`src/rtl/core/wsdt_pkg.sv`:
```
// wsdt_pkg: shared types and constants of the wildcard signature dispatch table
// field widths, operation and status codes, controller/datapath command and status structs
// no dependencies
package wsdt_pkg;

  localparam int FUNC_ID_W   = 8;
  localparam int METHOD_ID_W = 16;
  localparam int ARITY_W     = 3;
  localparam int TYPE_W      = 2;
  localparam int STATUS_W    = 3;
  localparam int TOTAL_W     = 32;
  localparam int TYPE_FIELDS = 4;

  localparam logic OP_DEFINE   = 1'b0;
  localparam logic OP_DISPATCH = 1'b1;

  localparam logic [TYPE_W-1:0] TYPE_ANY = 2'd0;

  localparam logic [STATUS_W-1:0] ST_OK      = 3'd0;
  localparam logic [STATUS_W-1:0] ST_EMPTY   = 3'd1;
  localparam logic [STATUS_W-1:0] ST_FULL    = 3'd2;
  localparam logic [STATUS_W-1:0] ST_MISSING = 3'd3;
  localparam logic [STATUS_W-1:0] ST_AMBIG   = 3'd4;
  localparam logic [STATUS_W-1:0] ST_NOMATCH = 3'd5;

  // commands from the controller to the datapath
  typedef struct packed {
    logic capture;
    logic define;
    logic scan;
    logic report;
  } dp_cmd_t;

  // status from the datapath to the controller
  typedef struct packed {
    logic scan_done;
    logic out_free;
  } dp_status_t;

endpackage

```
`src/rtl/core/wsdt_if.sv`:
```
// wsdt_req_if / wsdt_rsp_if: valid/ready channels of the dispatch table
// depends on wsdt_pkg for field widths
interface wsdt_req_if;
  logic                                valid;
  logic                                ready;
  logic                                op;
  logic [wsdt_pkg::FUNC_ID_W-1:0]      func_id;
  logic [wsdt_pkg::METHOD_ID_W-1:0]    method_code;
  logic [wsdt_pkg::ARITY_W-1:0]        arity;
  logic [wsdt_pkg::TYPE_W-1:0]         type_a;
  logic [wsdt_pkg::TYPE_W-1:0]         type_b;
  logic [wsdt_pkg::TYPE_W-1:0]         type_c;
  logic [wsdt_pkg::TYPE_W-1:0]         type_d;

  modport source (output valid, op, func_id, method_code, arity, type_a, type_b, type_c, type_d,
                  input ready);
  modport sink (input valid, op, func_id, method_code, arity, type_a, type_b, type_c, type_d,
                output ready);
endinterface

interface wsdt_rsp_if;
  logic                                valid;
  logic                                ready;
  logic [wsdt_pkg::STATUS_W-1:0]       status;
  logic [wsdt_pkg::METHOD_ID_W-1:0]    chosen_method;
  logic [wsdt_pkg::TOTAL_W-1:0]        dispatch_total;

  modport source (output valid, status, chosen_method, dispatch_total, input ready);
  modport sink (input valid, status, chosen_method, dispatch_total, output ready);
endinterface

```
`src/rtl/core/wsdt_ram.sv`:
```
// wsdt_ram: generic single-port ram with registered read
// no dependencies
module wsdt_ram #(
  parameter int WIDTH = 8,
  parameter int DEPTH = 16
) (
  input  logic                     clk,
  input  logic                     we,
  input  logic [$clog2(DEPTH)-1:0] addr,
  input  logic [WIDTH-1:0]         wdata,
  output logic [WIDTH-1:0]         rdata
);

  logic [WIDTH-1:0] mem [DEPTH];

  always_ff @(posedge clk) begin
    if (we) begin
      mem[addr] <= wdata;
    end
    rdata <= mem[addr];
  end

endmodule

```
`src/rtl/core/wsdt_ctrl.sv`:
```
// wsdt_ctrl: sequencing state machine of the dispatch table
// depends on wsdt_pkg for the command and status structs
module wsdt_ctrl (
  input  logic                 clk,
  input  logic                 rst,
  input  logic                 req_valid,
  input  logic                 req_op,
  output logic                 req_ready,
  input  wsdt_pkg::dp_status_t st,
  output wsdt_pkg::dp_cmd_t    cmd
);

  typedef enum logic [3:0] {
    S_IDLE   = 4'b0001,
    S_DEFINE = 4'b0010,
    S_SCAN   = 4'b0100,
    S_REPORT = 4'b1000
  } state_t;

  state_t state;
  state_t state_next;

  always_comb begin
    state_next = state;
    case (state)
      S_IDLE: begin
        if (req_valid) begin
          state_next = (req_op == wsdt_pkg::OP_DEFINE) ? S_DEFINE : S_SCAN;
        end
      end
      S_DEFINE: begin
        state_next = S_REPORT;
      end
      S_SCAN: begin
        if (st.scan_done) begin
          state_next = S_REPORT;
        end
      end
      S_REPORT: begin
        if (st.out_free) begin
          state_next = S_IDLE;
        end
      end
      default: begin
        state_next = S_IDLE;
      end
    endcase
  end

  always_ff @(posedge clk) begin
    if (rst) begin
      state <= S_IDLE;
    end else begin
      state <= state_next;
    end
  end

  assign req_ready   = (state == S_IDLE);
  assign cmd.capture = (state == S_IDLE) && req_valid;
  assign cmd.define  = (state == S_DEFINE);
  assign cmd.scan    = (state == S_SCAN);
  assign cmd.report  = (state == S_REPORT) && st.out_free;

endmodule

```
`src/rtl/core/wsdt_datapath.sv`:
```
// wsdt_datapath: item registers, signature memory, scan evaluation and output register
// depends on wsdt_pkg and wsdt_ram
module wsdt_datapath #(
  parameter int MAX_METHODS    = 64,
  parameter int MAX_ARITY      = 4,
  parameter int FUNC_ID_BITS   = 8,
  parameter int METHOD_ID_BITS = 16
) (
  input  logic                                 clk,
  input  logic                                 rst,
  input  wsdt_pkg::dp_cmd_t                    cmd,
  output wsdt_pkg::dp_status_t                 st,
  input  logic                                 req_op,
  input  logic [wsdt_pkg::FUNC_ID_W-1:0]       req_func_id,
  input  logic [wsdt_pkg::METHOD_ID_W-1:0]     req_method_code,
  input  logic [wsdt_pkg::ARITY_W-1:0]         req_arity,
  input  logic [wsdt_pkg::TYPE_W-1:0]          req_type_a,
  input  logic [wsdt_pkg::TYPE_W-1:0]          req_type_b,
  input  logic [wsdt_pkg::TYPE_W-1:0]          req_type_c,
  input  logic [wsdt_pkg::TYPE_W-1:0]          req_type_d,
  input  logic                                 rsp_ready,
  output logic                                 rsp_valid,
  output logic [wsdt_pkg::STATUS_W-1:0]        rsp_status,
  output logic [wsdt_pkg::METHOD_ID_W-1:0]     rsp_chosen_method,
  output logic [wsdt_pkg::TOTAL_W-1:0]         rsp_dispatch_total
);

  localparam int FID_W   = (FUNC_ID_BITS < wsdt_pkg::FUNC_ID_W) ? FUNC_ID_BITS
                                                                 : wsdt_pkg::FUNC_ID_W;
  localparam int MID_W   = (METHOD_ID_BITS < wsdt_pkg::METHOD_ID_W) ? METHOD_ID_BITS
                                                                     : wsdt_pkg::METHOD_ID_W;
  localparam int SLOTS   = (MAX_ARITY < wsdt_pkg::TYPE_FIELDS) ? MAX_ARITY
                                                              : wsdt_pkg::TYPE_FIELDS;
  localparam int TW      = wsdt_pkg::TYPE_W;
  localparam int AW      = wsdt_pkg::ARITY_W;
  localparam int TYPES_W = TW * SLOTS;
  localparam int ENTRY_W = FID_W + MID_W + AW + TYPES_W;
  localparam int ADDR_W  = $clog2(MAX_METHODS);
  localparam int CNT_W   = $clog2(MAX_METHODS + 1);
  localparam int SCORE_W = $clog2(SLOTS + 1);

  // item registers
  logic                                 op_q;
  logic [FID_W-1:0]                     func_q;
  logic [MID_W-1:0]                     method_q;
  logic [AW-1:0]                        arity_q;
  logic [SLOTS-1:0][TW-1:0]             types_q;
  logic [wsdt_pkg::TYPE_FIELDS-1:0][TW-1:0] req_types;

  // table and scan state
  logic [CNT_W-1:0]                     used;
  logic [CNT_W-1:0]                     idx;
  logic                                 pend;
  logic                                 known;
  logic                                 have;
  logic                                 ambig;
  logic [SCORE_W-1:0]                   top_score;
  logic [MID_W-1:0]                     best_method;
  logic [wsdt_pkg::STATUS_W-1:0]        def_status;
  logic [wsdt_pkg::TOTAL_W-1:0]         counter;
  logic [wsdt_pkg::TOTAL_W-1:0]         counter_next;

  // memory port
  logic                                 ram_we;
  logic [ADDR_W-1:0]                    ram_addr;
  logic [ENTRY_W-1:0]                   ram_wdata;
  logic [ENTRY_W-1:0]                   ram_rdata;

  // entry read back
  logic [FID_W-1:0]                     e_func;
  logic [MID_W-1:0]                     e_method;
  logic [AW-1:0]                        e_arity;
  logic [SLOTS-1:0][TW-1:0]             e_types;
  logic [SCORE_W-1:0]                   e_score;
  logic                                 types_ok;
  logic                                 func_seen;
  logic                                 hit;
  logic                                 issue;

  logic                                 arity_bad;
  logic                                 table_full;
  logic [SLOTS-1:0][TW-1:0]             def_types;

  logic [wsdt_pkg::STATUS_W-1:0]        res_status;
  logic [wsdt_pkg::METHOD_ID_W-1:0]     res_method;

  assign req_types = {req_type_d, req_type_c, req_type_b, req_type_a};

  // define checks; slots past the arity are stored as wildcard
  assign arity_bad  = (arity_q == '0) || (int'(arity_q) > MAX_ARITY);
  assign table_full = (used == CNT_W'(MAX_METHODS));

  always_comb begin
    for (int s = 0; s < SLOTS; s++) begin
      def_types[s] = (s < int'(arity_q)) ? types_q[s] : wsdt_pkg::TYPE_ANY;
    end
  end

  assign ram_wdata = {func_q, method_q, arity_q, def_types};
  assign ram_we    = cmd.define && !arity_bad && !table_full;
  assign ram_addr  = cmd.define ? used[ADDR_W-1:0] : idx[ADDR_W-1:0];
  assign issue     = cmd.scan && (idx != used) && !ambig;

  wsdt_ram #(
    .WIDTH (ENTRY_W),
    .DEPTH (MAX_METHODS)
  ) u_ram (
    .clk   (clk),
    .we    (ram_we),
    .addr  (ram_addr),
    .wdata (ram_wdata),
    .rdata (ram_rdata)
  );

  assign e_types  = ram_rdata[TYPES_W-1:0];
  assign e_arity  = ram_rdata[TYPES_W +: AW];
  assign e_method = ram_rdata[TYPES_W + AW +: MID_W];
  assign e_func   = ram_rdata[TYPES_W + AW + MID_W +: FID_W];

  // slot match and specificity (count of non-wildcard slots, ordered like 10 per slot)
  always_comb begin
    types_ok = 1'b1;
    e_score  = '0;
    for (int s = 0; s < SLOTS; s++) begin
      if (e_types[s] != wsdt_pkg::TYPE_ANY) begin
        e_score = e_score + 1'b1;
        if (e_types[s] != types_q[s]) begin
          types_ok = 1'b0;
        end
      end
    end
  end

  assign func_seen = pend && !ambig && (e_func == func_q);
  assign hit       = func_seen && (e_arity == arity_q) && types_ok;

  // result of the current item
  always_comb begin
    res_method = '0;
    if (op_q == wsdt_pkg::OP_DEFINE) begin
      res_status = def_status;
    end else if (!known) begin
      res_status = wsdt_pkg::ST_MISSING;
    end else if (ambig) begin
      res_status = wsdt_pkg::ST_AMBIG;
    end else if (!have) begin
      res_status = wsdt_pkg::ST_NOMATCH;
    end else begin
      res_status = wsdt_pkg::ST_OK;
      res_method = wsdt_pkg::METHOD_ID_W'(best_method);
    end
  end

  // a dispatch of a known function is counted, whatever its outcome
  assign counter_next = ((op_q == wsdt_pkg::OP_DISPATCH) && known) ? counter + 1'b1 : counter;

  assign st.scan_done = ambig || ((idx == used) && !pend);
  assign st.out_free  = !rsp_valid || rsp_ready;

  always_ff @(posedge clk) begin
    if (rst) begin
      used      <= '0;
      counter   <= '0;
      pend      <= 1'b0;
      rsp_valid <= 1'b0;
    end else begin
      if (cmd.capture) begin
        op_q     <= req_op;
        func_q   <= req_func_id[FID_W-1:0];
        method_q <= req_method_code[MID_W-1:0];
        arity_q  <= req_arity;
        types_q  <= req_types[SLOTS-1:0];
        idx      <= '0;
        pend     <= 1'b0;
        known    <= 1'b0;
        have     <= 1'b0;
        ambig    <= 1'b0;
      end else if (cmd.scan) begin
        pend <= issue;
        if (issue) begin
          idx <= idx + 1'b1;
        end
        if (func_seen) begin
          known <= 1'b1;
        end
        if (hit) begin
          if (!have || (e_score > top_score)) begin
            have        <= 1'b1;
            top_score   <= e_score;
            best_method <= e_method;
          end else if (e_score == top_score) begin
            ambig <= 1'b1;
          end
        end
      end

      if (cmd.define) begin
        if (arity_bad) begin
          def_status <= wsdt_pkg::ST_EMPTY;
        end else if (table_full) begin
          def_status <= wsdt_pkg::ST_FULL;
        end else begin
          def_status <= wsdt_pkg::ST_OK;
          used       <= used + 1'b1;
        end
      end

      if (cmd.report) begin
        rsp_valid          <= 1'b1;
        rsp_status         <= res_status;
        rsp_chosen_method  <= res_method;
        rsp_dispatch_total <= counter_next;
        counter            <= counter_next;
      end else if (rsp_ready) begin
        rsp_valid <= 1'b0;
      end
    end
  end

endmodule

```
`src/rtl/core/wildcard_signature_dispatch_table.sv`:
```
// wildcard_signature_dispatch_table: top level joining controller and datapath
// depends on wsdt_pkg, wsdt_if, wsdt_ctrl, wsdt_datapath
//
// Usage: items arrive on req (valid/ready). op selects define or dispatch.
// A define appends a signature unless its arity is bad or the table is full; a
// dispatch walks all stored entries in insertion order through one memory read
// port and is counted if its function is known. Each item produces exactly one
// transaction on rsp. Timing: a define passes through the define and report
// states before rsp.valid. A dispatch reads one entry per cycle while scanning;
// an ambiguous match ends the walk early.
// Throughput: one item at a time; req.ready is high only while no item is in
// work, so a new item is taken in the cycle after the last result is loaded.
// The next item is accepted while a finished result waits in the output
// register, so a stalled receiver holds back at most one further item.
// Reset: the entry count and the dispatch counter clear at once; the memory
// needs no clearing pass since only written entries are read.
// Stall: rsp holds status, chosen_method and dispatch_total until rsp.ready.
module wildcard_signature_dispatch_table #(
  parameter int MAX_METHODS    = 64,
  parameter int MAX_ARITY      = 4,
  parameter int FUNC_ID_BITS   = 8,
  parameter int METHOD_ID_BITS = 16
) (
  input logic       clk,
  input logic       rst,
  wsdt_req_if.sink  req,
  wsdt_rsp_if.source rsp
);

  wsdt_pkg::dp_cmd_t    cmd;
  wsdt_pkg::dp_status_t st;

  wsdt_ctrl u_ctrl (
    .clk       (clk),
    .rst       (rst),
    .req_valid (req.valid),
    .req_op    (req.op),
    .req_ready (req.ready),
    .st        (st),
    .cmd       (cmd)
  );

  wsdt_datapath #(
    .MAX_METHODS    (MAX_METHODS),
    .MAX_ARITY      (MAX_ARITY),
    .FUNC_ID_BITS   (FUNC_ID_BITS),
    .METHOD_ID_BITS (METHOD_ID_BITS)
  ) u_datapath (
    .clk                (clk),
    .rst                (rst),
    .cmd                (cmd),
    .st                 (st),
    .req_op             (req.op),
    .req_func_id        (req.func_id),
    .req_method_code    (req.method_code),
    .req_arity          (req.arity),
    .req_type_a         (req.type_a),
    .req_type_b         (req.type_b),
    .req_type_c         (req.type_c),
    .req_type_d         (req.type_d),
    .rsp_ready          (rsp.ready),
    .rsp_valid          (rsp.valid),
    .rsp_status         (rsp.status),
    .rsp_chosen_method  (rsp.chosen_method),
    .rsp_dispatch_total (rsp.dispatch_total)
  );

endmodule

```
`src/flat_wrapper.sv`:
```
// flat-port wrapper written by rule: the top's interface ports become plain ports
module wildcard_signature_dispatch_table_flat 
#(
  parameter int MAX_METHODS    = 64,
  parameter int MAX_ARITY      = 4,
  parameter int FUNC_ID_BITS   = 8,
  parameter int METHOD_ID_BITS = 16
)
  (clk, rst, req_valid, req_op, req_func_id, req_method_code, req_arity, req_type_a, req_type_b, req_type_c, req_type_d, req_ready, rsp_valid, rsp_status, rsp_chosen_method, rsp_dispatch_total, rsp_ready);
  wsdt_req_if req_i ();
  wsdt_rsp_if rsp_i ();
  input logic clk;
  input logic rst;
  input wire logic [$bits(req_i.valid)-1:0] req_valid;
  input wire logic [$bits(req_i.op)-1:0] req_op;
  input wire logic [$bits(req_i.func_id)-1:0] req_func_id;
  input wire logic [$bits(req_i.method_code)-1:0] req_method_code;
  input wire logic [$bits(req_i.arity)-1:0] req_arity;
  input wire logic [$bits(req_i.type_a)-1:0] req_type_a;
  input wire logic [$bits(req_i.type_b)-1:0] req_type_b;
  input wire logic [$bits(req_i.type_c)-1:0] req_type_c;
  input wire logic [$bits(req_i.type_d)-1:0] req_type_d;
  output wire logic [$bits(req_i.ready)-1:0] req_ready;
  output wire logic [$bits(rsp_i.valid)-1:0] rsp_valid;
  output wire logic [$bits(rsp_i.status)-1:0] rsp_status;
  output wire logic [$bits(rsp_i.chosen_method)-1:0] rsp_chosen_method;
  output wire logic [$bits(rsp_i.dispatch_total)-1:0] rsp_dispatch_total;
  input wire logic [$bits(rsp_i.ready)-1:0] rsp_ready;
  assign req_i.valid = req_valid;
  assign req_i.op = req_op;
  assign req_i.func_id = req_func_id;
  assign req_i.method_code = req_method_code;
  assign req_i.arity = req_arity;
  assign req_i.type_a = req_type_a;
  assign req_i.type_b = req_type_b;
  assign req_i.type_c = req_type_c;
  assign req_i.type_d = req_type_d;
  assign req_ready = req_i.ready;
  assign rsp_valid = rsp_i.valid;
  assign rsp_status = rsp_i.status;
  assign rsp_chosen_method = rsp_i.chosen_method;
  assign rsp_dispatch_total = rsp_i.dispatch_total;
  assign rsp_i.ready = rsp_ready;
  wildcard_signature_dispatch_table #(.MAX_METHODS(MAX_METHODS), .MAX_ARITY(MAX_ARITY), .FUNC_ID_BITS(FUNC_ID_BITS), .METHOD_ID_BITS(METHOD_ID_BITS)) u_core (.clk(clk), .rst(rst), .req(req_i), .rsp(rsp_i));
endmodule
```
`config.mk`:
```
export PLATFORM = sky130hd
export DESIGN_NAME = wildcard_signature_dispatch_table_flat
export DESIGN_NICKNAME = d
export VERILOG_FILES = /design/src/rtl/core/wsdt_pkg.sv /design/src/rtl/core/wsdt_if.sv /design/src/rtl/core/wsdt_ram.sv /design/src/rtl/core/wsdt_ctrl.sv /design/src/rtl/core/wsdt_datapath.sv /design/src/rtl/core/wildcard_signature_dispatch_table.sv /design/src/flat_wrapper.sv
export SDC_FILE = /design/constraint.sdc
export NUM_CORES = 2
export LEC_CHECK = 0
export ABC_AREA = 0
export CAP_MARGIN = 20
export CELL_PAD_IN_SITES_DETAIL_PLACEMENT = 1
export CELL_PAD_IN_SITES_GLOBAL_PLACEMENT = 2
export CORE_UTILIZATION = 30
export CTS_CLUSTER_SIZE = 14
export DETAILED_ROUTE_END_ITERATION = 10
export DONT_BUFFER_PORTS = 1
export PLACE_DENSITY_LB_ADDON = 0.05
export SLEW_MARGIN = 0
export SYNTH_ARGS = -nofsm -noshare
export SYNTH_HDL_FRONTEND = slang
export SYNTH_SLANG_ARGS = --single-unit
```
`constraint.sdc`:
```
create_clock -name clk -period 5.5 [get_ports clk]
set_clock_uncertainty 0.1 [all_clocks]
set_input_delay 0.825 -clock clk [delete_from_list [all_inputs] [get_ports clk]]
set_output_delay 0.825 -clock clk [all_outputs]
set_load 0.02 [all_outputs]
```
---- Yosys cells after proc, flatten, opt, wreduce, memory -nomap -nowiden ----
Memory sizes are Yosys's and may differ from the RTL's. A register that Yosys moved wholly into a read port is not among the register bits.
Index checks and enable logic that the tools add are counted.
operators by class
  $add $sub $neg .......................... 6
  magnitude comparators ................... 6
  equal/unequal tests ..................... 18
  mux-type cells .......................... 43
  bitwise operators ....................... 7
  reductions and logical operators ........ 46
operators by type and width
  cell                                                                          number
  32-bit by 1-bit adder with 32-bit output (second input constant)              1
  32-bit 2-to-1 mux                                                             1
  3-bit 2-to-1 mux                                                              8
  1-bit 2-to-1 mux                                                              22
  2-bit nonzero test                                                            11
  4-bit one-hot mux with 4 select lines                                         1
  7-bit by 1-bit adder with 7-bit output (second input constant)                2
  7-bit 2-to-1 mux                                                              2
  1-bit logical AND                                                             12
  4-bit 2-to-1 mux                                                              3
  3-bit AND reduction                                                           4
  2-bit 2-to-1 mux                                                              5
  5-bit AND reduction                                                           2
  3-bit by 1-bit adder with 3-bit output (second input constant)                3
  8-bit equality test                                                           1
  2-bit != test                                                                 4
  7-bit equality test                                                           1
  7-bit equality test (second input constant)                                   1
  7-bit != test                                                                 1
  1-bit NOT                                                                     7
  3-bit equality test                                                           2
  1-bit logical NOT                                                             6
  1-bit by 3-bit less-than comparator with 1-bit output (first input constant)  2
  2-bit by 3-bit less-than comparator with 1-bit output (first input constant)  2
  15 further kinds                                                              22
storage, ports and cells
  flip-flop bits (word level) ............. 164
  bits in writable memories ............... 2240
  input bits .............................. 40
  output and inout port bits .............. 53
  word-level logic and storage cells ...... 150
  memories kept ........................... 1
memory list
  memory                       words  bits a word  read ports  clocked after memory_dff  write ports  RTL line        RTL
  u_core.u_datapath.u_ram.mem  64     35           1           1                         1            wsdt_ram.sv:14  logic [WIDTH-1:0] mem [DEPTH];

---- Logic depth before layout (Yosys ltp) ----
  word-level depth ........................ 13
  depth in mapped cells ................... 12
  gate-level depth less buffers ........... 12

---- Cells and area by module ----
Synthesis repeated with hierarchy kept, for this count alone.
unflattened totals
  cell total of the unflattened synthesis .. 5349
  area, all modules ....................... 93021.7 sq um
modules (own cells, without submodules)
  module         instances  cells each  area each (sq um)  sequential area each (sq um)
  wsdt_ram       1          4759        85903.6            67965.2
  wsdt_datapath  1          563         6894.1             4364.2
  wsdt_ctrl      1          27          224.0              80.1

---- Least setup slack after synthesis ----
OpenSTA, ideal clock, no wires.
  kind .................................... reg-to-reg
  from .................................... register u_core.u_ctrl.state[0]
  to ...................................... memory u_core.u_datapath.u_ram.mem[10][0] (netlist name) (enable)
  setup time .............................. 0.427 ns
  data arrival time ....................... 3.851 ns
  required time ........................... 4.973 ns
  setup slack ............................. 1.122 ns
  cell stages (with the launch flop) ...... 10
  path buffers ............................ 5
  cell sequence ........................... dfxtp_1 or4b_1 buf_6 mux2_4 buf_2 buf_2 clkbuf_1 buf_1 nand2_1 nor2_1
between the ends
  word-level cells in the longest chain between the ends .. 5
  elaborated cells between the ends (all ways) .. 6
ends and longest elaborated chain
  what                                                RTL line              RTL
  from (decl)                                         wsdt_ctrl.sv:20       state_t state;
  from (signal assigned)                              wsdt_ctrl.sv:54       state <= state_next;
  4-bit by 2-bit equality test with 1-bit output (*)  wsdt_ctrl.sv:60       assign cmd.define = (state == S_DEFINE);
  1-bit logical AND (2 in series)                     wsdt_datapath.sv:100  assign ram_we = cmd.define && !arity_bad && !table_full;
  1-bit 2-to-1 mux                                    wsdt_ram.sv:17        if (we) begin
  1-bit 2-to-1 mux (not written as such)              wsdt_ram.sv:18        mem[addr] <= wdata;
  to (decl)                                           wsdt_ram.sv:14
Every way passes the cells marked *; elsewhere a longest branch is shown, timed or not.

---- Worst setup path after layout ----
  from .................................... register u_core.u_ctrl.state[0]
  to ...................................... register u_core.u_datapath.u_ram.rdata[22], read port of u_core.u_datapath.u_ram.mem
between the ends
  word-level cells in the longest chain between the ends .. 2
ends and longest elaborated chain
  what                                            RTL line              RTL
  4-bit by 2-bit equality test with 1-bit output  wsdt_ctrl.sv:60
  6-bit 2-to-1 mux                                wsdt_datapath.sv:101  assign ram_addr = cmd.define ? used[ADDR_W-1:0] : idx[ADDR_W-1:0];
  to (decl)                                       wsdt_ram.sv:11        output logic [WIDTH-1:0] rdata
Every way passes these cells.
A chain may end at the register's enable or synchronous reset.

==> impl_metrics.py <==
metrics = {
    "power": {
        "intPower_w": 0.0342,
        "p_per_area_nw_per_um2": 444,
        "pwr-share-seq_pct": 45.1,
        "p_switching_w": 0.0135,
        "p_comb_share_pct": 15.1,
        "vdd_ir_drop_max_mv": 0.225,
        "swShare_pct": 28.3,
        "clockPowerShare_pct": 39.7,
        "p_leak_nw": 33.8,
    },
    "routing": {
        "wl_per_cell_um": 38.3,
        "drc_errors": 0,
        "drt_iter0_drc": 5599,
        "avgViaCountPerCell": 5.41,
        "ant_nets": 0,
        "wl_mm": 375,
        "drtPass1Iterations": 8,
        "vias": 52852,
    },
    "synth": {
        "synth_edf_count": 2358,
        "synth-warning-count": 0,
        "synthArstFlopShare_pct": 0,
        "yosysMostFrequentCell": "edfxtp_1",
        "yosysSeqAreaShare_pct": 80.2,
        "ys_ff_latch": 2438,
        "synth_top_area_share_pct": 78.5,
        "syn-instance-count": 5245,
        "synth_fp_nets": 5294,
        "synth.largest_area_cell": "edfxtp_1",
        "synth_area_leaders": "edfxtp_1 78%, a22oi_1 5.1%, mux2i_1 1.9%",
        "synth_commonest_cells": "2358 x edfxtp_1, 614 x a22oi_1, 339 x nand2_1",
        "postSynthAreaPerCell_um2": 17.2,
        "syn_area_um2": 90200,
        "ys_types": 58,
        "synthFlopType": "edfxtp_1",
    },
    "final_layout": {
        "nets": 5622,
        "fillers": 29495,
        "syn2layout_area_growth_pct": 19.1,
        "drive_above_1_share_pct": 14.3,
    },
    "sta": {
        "fin_hold_ws_ns": 0.118,
        "max_freq_ghz": 0.212,
        "tightestPinTransition_ns": 1.10,
        "period_share_pct": 85.8,
        "relSlewSlack_pct": 26.4,
        "rsz0062_at_grt": "no",
        "slew_viol_final": 0,
        "fin_crit_ns": 4.72,
        "finalSetupViolCount": 0,
        "fin_tns_setup_ns": 0,
        "hold_viol": 0,
    },
    "clock_network": {
        "cts_buffer_depth": 4,
        "cts-htree-levels": 5,
        "cts_num_sinks": 2438,
        "cts_inserted_buffers": 291,
        "cts_tree": "built",
        "root_buffer": "clkbuf_16",
        "clk_pin_slew_worst_paths_ns": 0.06,
        "postCtsSetupBuffers": 0,
        "clk_latency_ns": 0.91,
    },
    "status": {
        "status": "finished, final reports clean",
    },
    "global_routing": {
        "antenna_found_initial": 27,
        "grt_pass1_wl_mm": 497,
        "overflow": 0,
        "grt_pass1_vias": 54057,
        "grt_usage_pct": 24.4,
        "grt_max_degree": 85,
    },
    "floorplanning": {
        "initial_core_util_pct": 30.1,
        "dieArea_um2": 303000,
        "num_rows": 201,
        "fp.dieW_um": 550,
        "coreArea_um2": 300000,
        "die_h_um": 550,
        "num_io_pins": 93,
    },
    "setup_path": {
        "r2r-start": "u_core.u_ctrl.state[0]",
        "cpMostUsedCell": "buf_4",
        "startpoint": "u_core.u_ctrl.state[0]",
        "worstReg2RegEnd": "u_core.u_datapath.u_ram.rdata[22]",
        "critPathRequiredTime_ns": 6.11,
        "r2r_setup_slack_ns": 0.78,
        "cpLargestDelayFamily": "simple AND/OR/NAND/NOR gates",
        "worstPathCellList": "or4b_2 -> buf_4 -> mux2_8 -> buf_12 -> buf_4 -> a22oi_1 -> nand3_1 -> o21ai_0 -> nand4_1 -> nand4b_1",
        "critPathMaxFanout": 56,
        "crit_type": "reg2reg",
        "cp-end-kind": "flip-flop",
        "cp-start-kind": "flip-flop",
        "cp_slowest_cell": "or4b_2",
        "worst-path-buf-inv": 3,
        "cp_slowest_stage_delay_ns": 0.99,
        "reg2regPathDepth": 10,
        "critical_path_arrival_ns": 5.33,
    },
    "hold_path": {
        "hold_path_end": "u_core.u_datapath.known",
        "worstHoldStart": "rst",
        "hold_path_depth": 1,
        "min_path_type": "in2reg",
    },
    "placement": {
        "io_buffers": 0,
        "dp_hpwl_mm": 214,
        "gp_congestion": 0.758,
    },
    "flow_run": {
        "drv_cap": 0,
    },
}
-- cell usage in the layout, fill, tap and decap left out, types with 23 or more instances in the layout --
cell           netlist  routed
buf_12               0      63
dlygate4sd3_1        0      38
xnor2_1             42      42
o21ai_0            165     165
and2_1              28      23
clkinv_1             0      52
clkinv_2             0      41
a22o_1             115     115
o211ai_1           122     122
nand3_1            126     126
xor2_1              42      42
nor2_1             137      59
clkbuf_1           192      78
a221oi_1           115     115
nand4_1             50      50
edfxtp_1          2358    2358
nand2_1            339     339
a22oi_1            614     614
dfxtp_1             80      80
buf_4                0     252
a31oi_1             33      28
inv_1               27      27
a21oi_1            161     161
clkbuf_16            0     298
mux2i_1            173     169
nor2_4               0      78
-- cells by family after synthesis --
kind of cell | after synthesis | share of synthesized area, %
adder cells (fa/ha/maj) | 9 | 0.125
buffers and inverters | 349 | 1.62
XOR/XNOR | 84 | 0.815
AO/OA/AOI/OAI | 1390 | 11.0
multiplexers | 186 | 2.10
AND/OR/NAND/NOR | 789 | 4.08
flip-flops | 2438 | 80.2
-- power groups by stage --
stage	clock network, W	logic (W)	registers, W
6_report	0.0189	0.00721	0.0215
5_1_grt	0.0200	0.00765	0.0215
4_1_cts	0.0194	0.00732	0.0215
3_5_place_dp	0	0.00726	0.0219
3_3_place_gp	0	0.00720	0.0219
2_1_floorplan	0	0.00335	0.0219
-- metrics by stage --
stage / total power [W] / area (um2) / setup WS (ns) / utilization, % / instances
2_1_floorplan: 0.0252 / 90200 / 1.12 / - / 5245
5_1_grt: 0.0492 / 107000 / 0.548 / 35.9 / 9767
4_1_cts: 0.0483 / 107000 / 0.722 / 35.9 / 9764
6_report: 0.0477 / 107000 / 0.781 / 35.9 / 9773
3_3_place_gp: 0.0291 / 97700 / 0.783 / 32.6 / 9195
3_5_place_dp: 0.0292 / 97800 / 0.743 / 32.7 / 9198
-- registers in the layout, summed over array words and instances (netlist names), 2 cells and up --
register	cells
u_core.u_datapath.def_status	2
u_core.u_datapath.used	7
u_core.u_datapath.arity_q	3
u_core.u_datapath.rsp_status	3
u_core.u_datapath.u_ram.mem	2240
u_core.u_datapath.u_ram.rdata	35
u_core.u_datapath.rsp_dispatch_total	32
u_core.u_ctrl.state	4
u_core.u_datapath.counter	32
u_core.u_datapath.func_q	8
u_core.u_datapath.types_q	8
u_core.u_datapath.method_q	16
u_core.u_datapath.idx	7
u_core.u_datapath.best_method	16
u_core.u_datapath.rsp_chosen_method	16
u_core.u_datapath.top_score	3
-- worst max path at each step --
stage                                               endpoint  slack [ns]  depth (start not counted)
after global routing       u_core.u_datapath.u_ram.rdata[22]        0.55                         10
after global placement     u_core.u_datapath.u_ram.rdata[22]        0.78                         10
after CTS                  u_core.u_datapath.u_ram.rdata[22]        0.72                         10
after floorplan           u_core.u_datapath.u_ram.mem[10][0]        1.12                          9
after detailed placement   u_core.u_datapath.u_ram.rdata[22]        0.74                         10
final                      u_core.u_datapath.u_ram.rdata[22]        0.78                         10
-- final cells by class --
type / count / area [um2] / share of cell area [%]
Timing Repair Buffer: 357 / 3620 / 3.37
Multi-Input combinational cell: 2458 / 17100 / 16.0
Inverter: 27 / 101 / 0.0943
Tap cell: 3958 / 4950 / 4.61
Clock buffer: 390 / 7940 / 7.39
Sequential cell: 2438 / 72400 / 67.4
Clock inverter: 137 / 1250 / 1.16
Antenna cell: 8 / 20.0 / 0.0186
-- what timing repair did --
item	CTS	global route
hold buffers	39	0
gates resized for setup	0	0
hold endpoints to repair	81	0
setup endpoints to repair	0	0
-- routing by layer --
metal / GRT usage, % / vias up / part of all wire (%)
li1: - / 22003 / -
met1: 33.5 / 28822 / 45
met2: 39.8 / 1585 / 47
met3: 3.54 / 438 / 4.9
met4: 7.91 / 4 / 3.3
met5: 0 / - / 0.0056
Power figures use the tool's default switching activity.
